`config.mk`:
```
export PLATFORM = sky130hd
export DESIGN_NAME = aliquot_sum_classifier
export DESIGN_NICKNAME = d
export VERILOG_FILES = /design/src/sv/asc_pkg.sv /design/src/sv/asc_divider.sv /design/src/sv/aliquot_sum_classifier.sv
export SDC_FILE = /design/constraint.sdc
export NUM_CORES = 1
export LEC_CHECK = 0
export BUFFER_PORTS_ARGS = -buffer_cell sky130_fd_sc_hd__buf_2
export CAP_MARGIN = 20
export CORE_MARGIN = 4
export CORE_UTILIZATION = 30
export DETAILED_ROUTE_END_ITERATION = 10
export PLACE_DENSITY = 0.47
export SYNTH_ARGS = -nofsm -noshare
export SYNTH_HDL_FRONTEND = slang
export SYNTH_SLANG_ARGS = --single-unit
```
`constraint.sdc`:
```
create_clock -name aclk -period 8.9 [get_ports aclk]
set_input_delay 0.445 -clock aclk [delete_from_list [all_inputs] [get_ports aclk]]
set_output_delay 0.445 -clock aclk [all_outputs]
set_load 0.03 [all_outputs]
```
`src/sv/asc_pkg.sv`:
```
`timescale 1ns / 1ps
`default_nettype none
// ----------------------------------------------------------------------------
// asc_pkg: shared types and constants
// Payload structs, class codes and sequencer states for the aliquot sum
// classifier.
// ----------------------------------------------------------------------------
package asc_pkg;

    localparam int VALUE_W = 16;
    localparam int SUM_W   = 19;
    localparam int TALLY_W = 32;

    localparam logic [SUM_W-1:0]   SUM_MAX     = 19'h3FFFF;
    localparam logic [SUM_W-1:0]   SUM_NEG_ONE = 19'h7FFFF;
    localparam logic [TALLY_W-1:0] TALLY_MAX   = 32'hFFFF_FFFF;

    typedef enum logic [1:0] {
        CLASS_DEFICIENT = 2'd0,
        CLASS_ABUNDANT  = 2'd1,
        CLASS_PERFECT   = 2'd2
    } num_class_t;

    typedef enum logic [2:0] {
        ST_IDLE,
        ST_TEST,
        ST_DIV,
        ST_ADD,
        ST_DONE
    } asc_state_t;

    typedef struct packed {
        logic [VALUE_W-1:0] value;
        logic               restart;
    } asc_in_t;

    typedef struct packed {
        logic signed [SUM_W-1:0] divisor_sum;
        logic [1:0]              number_class;
        logic [TALLY_W-1:0]      deficient_count;
        logic [TALLY_W-1:0]      abundant_count;
        logic [TALLY_W-1:0]      perfect_count;
    } asc_out_t;

endpackage
`default_nettype wire

```
`src/sv/asc_divider.sv`:
```
`timescale 1ns / 1ps
`default_nettype none
// ----------------------------------------------------------------------------
// asc_divider: radix-2 restoring divider
// Produces quotient and remainder one bit per cycle; results hold until the
// next start.
// ----------------------------------------------------------------------------
module asc_divider #(
    parameter int WIDTH = 16
) (
    input  wire logic             aclk,
    input  wire logic             aresetn,
    input  wire logic             start,
    input  wire logic [WIDTH-1:0] dividend,
    input  wire logic [WIDTH-1:0] divisor,
    output logic                  done,
    output logic [WIDTH-1:0]      quotient,
    output logic [WIDTH-1:0]      remainder
);

    localparam int CW = $clog2(WIDTH + 1);

    logic [WIDTH-1:0] rem_reg, rem_next;
    logic [WIDTH-1:0] quo_reg, quo_next;
    logic [WIDTH-1:0] dvs_reg, dvs_next;
    logic [CW-1:0]    cnt_reg, cnt_next;
    logic             busy_reg, busy_next;
    logic             done_reg, done_next;
    logic [WIDTH:0]   rem_shift;
    logic [WIDTH:0]   diff;

    // One restoring step: shift in the next dividend bit and try a subtract
    always_comb begin
        rem_shift = {rem_reg, quo_reg[WIDTH-1]};
        diff      = rem_shift - {1'b0, dvs_reg};
        rem_next  = rem_reg;
        quo_next  = quo_reg;
        dvs_next  = dvs_reg;
        cnt_next  = cnt_reg;
        busy_next = busy_reg;
        done_next = 1'b0;
        if (start) begin
            rem_next  = '0;
            quo_next  = dividend;
            dvs_next  = divisor;
            cnt_next  = CW'(WIDTH);
            busy_next = 1'b1;
        end else if (busy_reg) begin
            if (!diff[WIDTH]) begin
                rem_next = diff[WIDTH-1:0];
                quo_next = {quo_reg[WIDTH-2:0], 1'b1};
            end else begin
                rem_next = rem_shift[WIDTH-1:0];
                quo_next = {quo_reg[WIDTH-2:0], 1'b0};
            end
            cnt_next = cnt_reg - CW'(1);
            if (cnt_reg == CW'(1)) begin
                busy_next = 1'b0;
                done_next = 1'b1;
            end
        end
    end

    always_ff @(posedge aclk) begin
        if (!aresetn) begin
            busy_reg <= 1'b0;
            done_reg <= 1'b0;
            cnt_reg  <= '0;
        end else begin
            busy_reg <= busy_next;
            done_reg <= done_next;
            cnt_reg  <= cnt_next;
        end
        rem_reg <= rem_next;
        quo_reg <= quo_next;
        dvs_reg <= dvs_next;
    end

    assign done      = done_reg;
    assign quotient  = quo_reg;
    assign remainder = rem_reg;

endmodule
`default_nettype wire

```
`src/sv/aliquot_sum_classifier.sv`:
```
`timescale 1ns / 1ps
`default_nettype none
// Operation: one item at a time; each candidate divisor costs a test step, one pass of
//   the shared bit-serial divider and an add step.
// Reset: synchronous active-low aresetn clears the sequencer, the output
//   valid and the three tallies.
// ----------------------------------------------------------------------------
// aliquot_sum_classifier: proper divisor sum and class tallies
// Trial-divides by d while d*d <= n, adds each divisor pair, then classes
// the number as deficient, abundant or perfect and bumps saturating tallies.
// ----------------------------------------------------------------------------
module aliquot_sum_classifier #(
    parameter int VALUE_BITS = 16
) (
    input  wire logic            aclk,
    input  wire logic            aresetn,
    input  wire logic            s_valid,
    output logic                 s_ready,
    input  wire asc_pkg::asc_in_t  s_payload,
    output logic                 m_valid,
    input  wire logic            m_ready,
    output asc_pkg::asc_out_t    m_payload
);

    import asc_pkg::*;

    localparam int NW  = VALUE_BITS;
    localparam int HW  = (NW + 1) / 2 + 1;      // trial divisor width
    localparam int DSW = 2 * HW;                // divisor square width
    localparam int SW  = NW + 4;                // divisor sum width
    localparam int EW  = (SW > SUM_W) ? SW : SUM_W;

    asc_state_t state_reg, state_next;

    logic [NW-1:0]      n_reg, n_next;
    logic               restart_reg, restart_next;
    logic [HW-1:0]      d_reg, d_next;
    logic [DSW-1:0]     dsq_reg, dsq_next;
    logic [SW-1:0]      acc_reg, acc_next;
    logic [TALLY_W-1:0] def_reg, def_next;
    logic [TALLY_W-1:0] abn_reg, abn_next;
    logic [TALLY_W-1:0] prf_reg, prf_next;
    logic               m_valid_reg, m_valid_next;
    asc_out_t           out_reg, out_next;

    logic               div_start;
    logic               div_done;
    logic [NW-1:0]      div_quo;
    logic [NW-1:0]      div_rem;

    logic               s_xfer;
    logic               search_over;
    logic               out_free;
    logic [NW-1:0]      pair;
    logic [SW-1:0]      sum_exact;
    logic [EW-1:0]      sum_ext;
    logic [SUM_W-1:0]   sum_field;
    num_class_t         cls;
    logic [TALLY_W-1:0] def_base, abn_base, prf_base;

    // Shared divider: n / d
    asc_divider #(
        .WIDTH(NW)
    ) u_div (
        .aclk     (aclk),
        .aresetn  (aresetn),
        .start    (div_start),
        .dividend (n_reg),
        .divisor  (NW'(d_reg)),
        .done     (div_done),
        .quotient (div_quo),
        .remainder(div_rem)
    );

    assign s_xfer      = s_valid && s_ready;
    assign search_over = (dsq_reg > DSW'(n_reg));
    assign out_free    = !m_valid_reg || m_ready;

    // Next state
    always_comb begin
        state_next = state_reg;
        case (state_reg)
            ST_IDLE: begin
                if (s_valid) state_next = ST_TEST;
            end
            ST_TEST: begin
                state_next = search_over ? ST_DONE : ST_DIV;
            end
            ST_DIV: begin
                if (div_done) state_next = ST_ADD;
            end
            ST_ADD: begin
                state_next = ST_TEST;
            end
            ST_DONE: begin
                if (out_free) state_next = ST_IDLE;
            end
            default: state_next = ST_IDLE;
        endcase
    end

    // Handshake and divider control
    always_comb begin
        s_ready   = (state_reg == ST_IDLE);
        div_start = (state_reg == ST_TEST) && !search_over;
    end

    // Classification of the finished sum
    always_comb begin
        sum_exact = acc_reg - SW'(n_reg);
        sum_ext   = EW'(sum_exact);
        if (n_reg == '0) begin
            sum_field = SUM_NEG_ONE;
            cls       = CLASS_DEFICIENT;
        end else begin
            sum_field = (sum_ext > EW'(SUM_MAX)) ? SUM_MAX : sum_ext[SUM_W-1:0];
            if (sum_exact < SW'(n_reg)) begin
                cls = CLASS_DEFICIENT;
            end else if (sum_exact > SW'(n_reg)) begin
                cls = CLASS_ABUNDANT;
            end else begin
                cls = CLASS_PERFECT;
            end
        end
    end

    // Datapath updates
    always_comb begin
        n_next       = n_reg;
        restart_next = restart_reg;
        d_next       = d_reg;
        dsq_next     = dsq_reg;
        acc_next     = acc_reg;
        def_next     = def_reg;
        abn_next     = abn_reg;
        prf_next     = prf_reg;
        m_valid_next = m_valid_reg;
        out_next     = out_reg;
        pair         = (div_quo != NW'(d_reg)) ? div_quo : '0;
        def_base     = restart_reg ? '0 : def_reg;
        abn_base     = restart_reg ? '0 : abn_reg;
        prf_base     = restart_reg ? '0 : prf_reg;

        if (m_valid_reg && m_ready) m_valid_next = 1'b0;

        case (state_reg)
            ST_IDLE: begin
                if (s_xfer) begin
                    n_next       = NW'(s_payload.value);
                    restart_next = s_payload.restart;
                    d_next       = HW'(1);
                    dsq_next     = DSW'(1);
                    acc_next     = '0;
                end
            end
            ST_ADD: begin
                // divisor pair (d, n/d) when d divides n
                if (div_rem == '0) begin
                    acc_next = acc_reg + SW'(d_reg) + SW'(pair);
                end
                d_next   = d_reg + HW'(1);
                dsq_next = dsq_reg + DSW'({d_reg, 1'b1});
            end
            ST_DONE: begin
                if (out_free) begin
                    def_next = def_base;
                    abn_next = abn_base;
                    prf_next = prf_base;
                    case (cls)
                        CLASS_DEFICIENT: begin
                            if (def_base != TALLY_MAX) def_next = def_base + TALLY_W'(1);
                        end
                        CLASS_ABUNDANT: begin
                            if (abn_base != TALLY_MAX) abn_next = abn_base + TALLY_W'(1);
                        end
                        CLASS_PERFECT: begin
                            if (prf_base != TALLY_MAX) prf_next = prf_base + TALLY_W'(1);
                        end
                        default: begin
                            def_next = def_base;
                        end
                    endcase
                    m_valid_next             = 1'b1;
                    out_next.divisor_sum     = sum_field;
                    out_next.number_class    = cls;
                    out_next.deficient_count = def_next;
                    out_next.abundant_count  = abn_next;
                    out_next.perfect_count   = prf_next;
                end
            end
            default: begin
                n_next = n_reg;
            end
        endcase
    end

    always_ff @(posedge aclk) begin
        if (!aresetn) begin
            state_reg   <= ST_IDLE;
            m_valid_reg <= 1'b0;
            def_reg     <= '0;
            abn_reg     <= '0;
            prf_reg     <= '0;
        end else begin
            state_reg   <= state_next;
            m_valid_reg <= m_valid_next;
            def_reg     <= def_next;
            abn_reg     <= abn_next;
            prf_reg     <= prf_next;
        end
        n_reg       <= n_next;
        restart_reg <= restart_next;
        d_reg       <= d_next;
        dsq_reg     <= dsq_next;
        acc_reg     <= acc_next;
        out_reg     <= out_next;
    end

    assign m_valid   = m_valid_reg;
    assign m_payload = out_reg;

endmodule
`default_nettype wire

```
# --- Word level (Yosys, flattened, before mapping) ---
# Cells that the tools add are included.
classes:
  mux: 39
  n_reduce_logical: 20
  n_bitwise: 2
  eq_ne: 16
  n_addsub: 10
  order_cmp: 4
ops:
  columns: ["cell", "count"]
  rows:
  - ["two-way mux 32 bit", 9]
  - ["adder 32 x 1 -> 32 bit (second input constant)", 3]
  - ["inequality test 32 bit (second input constant)", 3]
  - ["two-way mux 16 bit", 4]
  - ["two-way mux 20 bit", 2]
  - ["case mux 20 bit (2 select lines)", 1]
  - ["case mux 18 bit (2 select lines)", 1]
  - ["zero test 16 bit", 2]
  - ["adder 20 x 16 -> 20 bit", 1]
  - ["adder 20 x 9 -> 20 bit", 1]
  - ["greater-than comparator 20 x 16 -> 1 bit", 1]
  - ["greater-than comparator 20 x 18 -> 1 bit (second input constant)", 1]
  - ["< comparator 20 x 16 -> 1 bit", 1]
  - ["subtractor 20 x 16 -> 20 bit", 1]
  - ["two-way mux 19 bit", 1]
  - ["adder 18 x 10 -> 18 bit", 1]
  - ["greater-than comparator 18 x 16 -> 1 bit", 1]
  - ["two-way mux 18 bit", 1]
  - ["case mux 9 bit (2 select lines)", 1]
  - ["subtractor 17 x 9 -> 17 bit", 1]
  - ["inequality test 16 x 9 -> 1 bit", 1]
  - ["case mux 3 bit (5 select lines)", 1]
  - ["two-way mux 3 bit", 4]
  - ["two-way mux 5 bit", 2]
  - ["24 further kinds", 46]
word_totals:
  regBits: 329
  input_bits: 21
  output_inout_bits: 119

# --- Logic depth before layout (Yosys ltp) ---
logic_depth:
  ltp_word: 7
  ltp_mapped: 23

# --- Modules after synthesis ---
# From an unflattened synthesis, not the netlist that was laid out.
hier_totals:
  cells_unflattened: 2033
  hier_area_um2: 19876.6
by_module_without_submodules:
  columns: ["mod", "area_per_inst_um2", "cells_per_inst", "seq_area_each_um2", "n_inst"]
  rows:
  - ["aliquot_sum_classifier", 16823.6, 1743, 7437.1, 1]
  - ["asc_divider", 3052.9, 290, 1421.4, 1]

# --- Least setup slack after synthesis ---
# Ideal clock, no wire load.
synth_path:
  kind: "register -> register"
  start: "register u_div.quo_reg[9], in the netlist u_div.quotient[9]"
  end: "register acc_reg[18], data pin"
  setup_slack_ps: 3884
  stages_incl_launch_ff: 17
  setup_time_ps: 266
  t_arrival_ps: 4750
  n_path_buf: 0
  synth_period_minus_slack_ps: 5016
  path_cell_list: "edfxtp_1 -> or4_1 -> nor4_1 -> nand4_1 -> nor4_1 -> nor2b_1 -> fa_1 -> ha_1 -> a21o_1 -> a21o_1 -> a2111oi_0 -> o31a_1 -> a211oi_1 -> o41a_1 -> a31oi_1 -> xor2_1 -> nor2_1"
synth_between:
  elab_chain_cells: 5
synth_rtl:
  columns: ["item", "line", "text"]
  rows:
  - ["start, declared", "asc_divider.sv:24", "logic [WIDTH-1:0] quo_reg, quo_next;"]
  - ["start signal, assigned", "asc_divider.sv:75", "quo_reg <= quo_next;"]
  - ["inequality test 16 x 9 -> 1 bit", "aliquot_sum_classifier.sv:139", "pair = (div_quo != NW'(d_reg)) ? div_quo : '0;"]
  - ["two-way mux 16 bit (*)", "aliquot_sum_classifier.sv:139", null]
  - ["adder 20 x 16 -> 20 bit (*)", "aliquot_sum_classifier.sv:159", "acc_next = acc_reg + SW'(d_reg) + SW'(pair);"]
  - ["two-way mux 20 bit (*)", "aliquot_sum_classifier.sv:158", "if (div_rem == '0) begin"]
  - ["case mux 20 bit (2 select lines) (*)", "aliquot_sum_classifier.sv:146", "case (state_reg)"]
  - ["end signal, assigned", "aliquot_sum_classifier.sv:215", "acc_reg <= acc_next;"]
  - ["end, declared", "aliquot_sum_classifier.sv:39", "logic [SW-1:0] acc_reg, acc_next;"]
# Mark *: on every way between the ends. The rest lies on a longest branch, timed or not. The select of a mux whose other input is x is not followed.
# A chain may end at the register's enable or synchronous reset.

# --- Worst setup path in the final report ---
layout_path:
  start: "register n_reg[0]"
  end: "register out_reg, in the netlist m_payload[48], data pin"
layout_between:
  elab_chain_cells: 7
  elab_cells_between_ends: 9
layout_rtl:
  columns: ["item", "line", "text"]
  rows:
  - ["start, declared", "aliquot_sum_classifier.sv:35", "logic [NW-1:0] n_reg, n_next;"]
  - ["start signal, assigned", "aliquot_sum_classifier.sv:211", "n_reg <= n_next;"]
  - ["subtractor 20 x 16 -> 20 bit (*)", "aliquot_sum_classifier.sv:110", "sum_exact = acc_reg - SW'(n_reg);"]
  - ["named net sum_exact[12]", "aliquot_sum_classifier.sv:55", "logic [SW-1:0] sum_exact;"]
  - ["greater-than comparator 20 x 16 -> 1 bit", "aliquot_sum_classifier.sv:119", "end else if (sum_exact > SW'(n_reg)) begin"]
  - ["two-way mux 2 bit", "aliquot_sum_classifier.sv:119", null]
  - ["two-way mux 2 bit (*)", "aliquot_sum_classifier.sv:117", "if (sum_exact < SW'(n_reg)) begin"]
  - ["two-way mux 2 bit (*)", "aliquot_sum_classifier.sv:112", "if (n_reg == '0) begin"]
  - ["== test 2 x 1 -> 1 bit (*)", "aliquot_sum_classifier.sv:169", "case (cls)"]
  - ["two-way mux 32 bit (*)", "aliquot_sum_classifier.sv:169", null]
  - ["end signal, assigned", "aliquot_sum_classifier.sv:216", "out_reg <= out_next;"]
  - ["end, declared", "aliquot_sum_classifier.sv:44", "asc_out_t out_reg, out_next;"]
# The timed path passes the listed nets; every way through them passes the cells marked *.

==> results.txt <==
----------------------------------------------------
[Place]
  Count of input and output buffers ... 139
  Last weighted congestion value of the routability-driven placer ... 0.848
  Half-perimeter wire length after placement ... 42.1 mm
  Placed instance area ... 0.0217 mm²

[Clock network]
  Clk pin slew, worst setup/hold paths ... 0.06 ns
  Clock tree from TritonCTS ... yes
  Number of gates resized after cts ... 0
  Number of hold buffers added after CTS ... 0
  Clock Path Buffers ... 3
  Cell chosen for the clock root ... clkbuf_16
  Level count of the clock H-tree ... 2
  TritonCTS buffer count ... 42
  # clock sinks ... 329
  Post CTS Setup Buffer Count ... 0
  Worst-Skew Late Latency ... 0.57 ns

[STA]
  Worst clock skew on the final layout ... 0.0275 ns
  Fin Setup TNS ... 0 ns
  Clock period minus worst slack ... 5.86 ns
  Count of final max-slew check failures ... 0
  Fmax ... 171 MHz
  Worst slew margin relative to its limit ... 0.308
  Number of setup violations in the final report ... 0
  Final worst-path cycle share ... 0.658
  Worst hold slack after final layout ... 0.0466 ns
  Final hold violations ... 0
  Setup repair after global routing missed its margin ... no
  Slew at the pin with the worst max-slew slack ... 1.04 ns

[Critical path]
  Type of the worst setup path ... register to register
  Required arrival time at the worst endpoint ... 9.20 ns
  Reg2Reg Setup Slack ... 3.04 ns
  Top Family by Delay on Critical Path ... compound AO/OA/AOI/OAI gates
  Critical path capture point type ... register
  Worst-path fanout max ... 16
  Reg2Reg Capture Point ... m_payload[48]
  Number of buffers and inverters on the critical path ... 0
  Startpoint of the most critical register-to-register path ... n_reg[0]
  Cell Chain, Critical Path ... ha_1 > fa_1 > nand2b_1 > a21oi_1 > nor2_1 > o21ai_0 > a31o_2 > a21o_1 > a21oi_1 > xnor2_1 > ha_1 > nand4_1 > nor3_1 > a21boi_1 > a2111o_1 > nand2_1 > a31oi_2 > nand3_1 > mux2_2
  Arrival time of data at the critical path endpoint ... 6.16 ns
  Critical Path Source Type ... register
  Number of cells traversed by the worst register-to-register path ... 19
  Delay of the slowest cell on the worst path ... 0.83 ns
  Standard cell with the maximum stage delay on the critical path ... a31oi_2

[GRT]
  Global routing usage summed across all routing layers ... 0.167
  Initial antenna violation count ... 0
  Via count of the first global-routing pass ... 16300
  Wire length of the first global-routing pass ... 94.7 mm
  Maximum number of pins on one net before global-route repair ... 127
  Leftover overflow at the end of global routing ... 0

[Final layout]
  Final standard cell area without fillers ... 0.0231 mm²
  Commonest non-fill, non-tap cell in the layout ... edfxtp_1
  Area grow syn2layout ... 14.1%
  Final Net Count ... 2326
  Post-route core utilization ... 0.348
  Share of layout cells above drive strength 1 ... 0.132
  # diodes ... 0
  Commonest non-fill, non-tap cells in the layout ... edfxtp_1 (206), nand2_1 (167), buf_2 (138), nor2_1 (136), nand3_1 (132)
  Flip-flop count of the largest register after layout ... 117

[Synthesis]
  Synth Cell Area ... 0.0202 mm²
  Count of unique library cells instantiated by Yosys ... 94
  Share of synthesized flip-flops with an asynchronous set or reset ... 0
  Main flop type after synthesis ... edfxtp_1
  Sequential area share after synthesis ... 0.428
  Post-synthesis register bit count ... 329
  Synthesized instance count ... 2121
  Yosys Warn Count ... 0
  Post-synthesis average cell area ... 9.53 µm²
  Net count after synthesis ... 2250
  Number of enable flip-flop cells after synthesis ... 206

[Detailed routing]
  Number of detailed-routing iterations run before antenna repair ... 7
  Number of antenna-violating nets in the routed design ... 0
  DRC violations left ... 0
  Routed via count ... 16900
  Iteration-0 DRC count of the detailed router ... 1200
  DRT Wirelength ... 61.1 mm
  Detailed-route vias per instance ... 5.46
  Routed WL per cell ... 19.8 µm

[Min path]
  Endpoint of the worst hold-timing path ... n_reg[11]
  Hold Crit Start ... s_payload[12]
  Min-delay worst type ... primary input to register
  Number of stages on the worst hold path ... 1

[Floorplan]
  Die X-Extent ... 268 µm
  Cell row count ... 94
  DIE AREA ... 0.0716 mm²
  Core region area ... 0.0662 mm²
  Effective utilization at floorplan ... 0.305
  I/O pin count ... 140
  Overall die height ... 268 µm

[Power]
  Final Power ... 4.62 mW
  Worst IR drop on VDD ... 125 µV
  Leak Pwr ... 8.32 nW
  Total power density per cell area ... 200 mW/mm²

[Outcome]
  Run status ... finished, final reports clean

[Flow run]
  Max-cap violations ... 0

----------------------------------------------------
## synthesized netlist by cell type, drive strengths merged (24+ instances only)
library cell / n / area, µm²
nor4: 32 / 221
and3: 31 / 194
inv: 57 / 214
nand2: 169 / 639
buf: 31 / 161
nand4: 51 / 353
nor3: 75 / 385
dfxtp: 123 / 2460
nor2: 140 / 536
o311ai: 33 / 289
nand3: 135 / 686
xnor2: 79 / 692
a21oi: 106 / 531
or3: 58 / 363
clkbuf: 96 / 363
o21ai: 75 / 375
nand2b: 36 / 225
ha: 95 / 1190
nor2b: 65 / 407
or4: 24 / 188
edfxtp: 206 / 6190
o211ai: 27 / 203
xor2: 49 / 429
a211oi: 25 / 193
## final cells by class
type	instances	area, µm²
clock buffers	59	1140
clock inverters	18	251
fillers	6738	43200
inverters	59	229
multi-input cells	1606	10900
flip-flops and latches	329	8650
well taps	864	1080
repair buffers	159	861
## metrics by stage
stage                     setup WS [ns]  cells
after floorplan                    3.88   2121
after global placement             3.31   3017
after CTS                          3.07   3094
after detailed placement           3.10   3017
final                              3.04   3094
after global routing               2.66   3094
## per-layer routing
metal | wire length (µm) | share of wire | vias to the layer above | track usage
li1 | - | - | 8119 | -
met5 | 0 | 0 | - | 0
met4 | 1610 | 0.026 | 0 | 0.0490
met1 | 28900 | 0.47 | 8258 | 0.236
met3 | 3290 | 0.054 | 82 | 0.0270
met2 | 27400 | 0.45 | 444 | 0.263
## kinds of logic after synthesis
family                     count (synthesis)  synth area share
AOI/OAI and AO/OA                        439             0.151
DFF                                      329             0.428
adders and majority gates                108            0.0717
and+or+nand+nor                          888             0.234
xor gates and xnor gates                 128            0.0555
buffers and inverters                    186            0.0369
muxes                                     43            0.0227
## power by group
group	switching (mW)	internal, mW	total (mW)
clock network	0.692	1.07	1.76
logic	0.620	0.390	1.01
registers	0.110	1.74	1.85
## how the worst max path moves through the flow
stage | from | to | cells after the start
6_report | n_reg[0] | m_payload[48] | 19
2_1_floorplan | u_div.quotient[9] | acc_reg[18] | 16
4_1_cts | n_reg[0] | m_payload[48] | 19
3_5_place_dp | n_reg[0] | m_payload[48] | 19
5_1_grt | n_reg[0] | m_payload[77] | 21
3_3_place_gp | u_div.quotient[9] | acc_reg[18] | 16
Power figures use the tool's default switching activity.
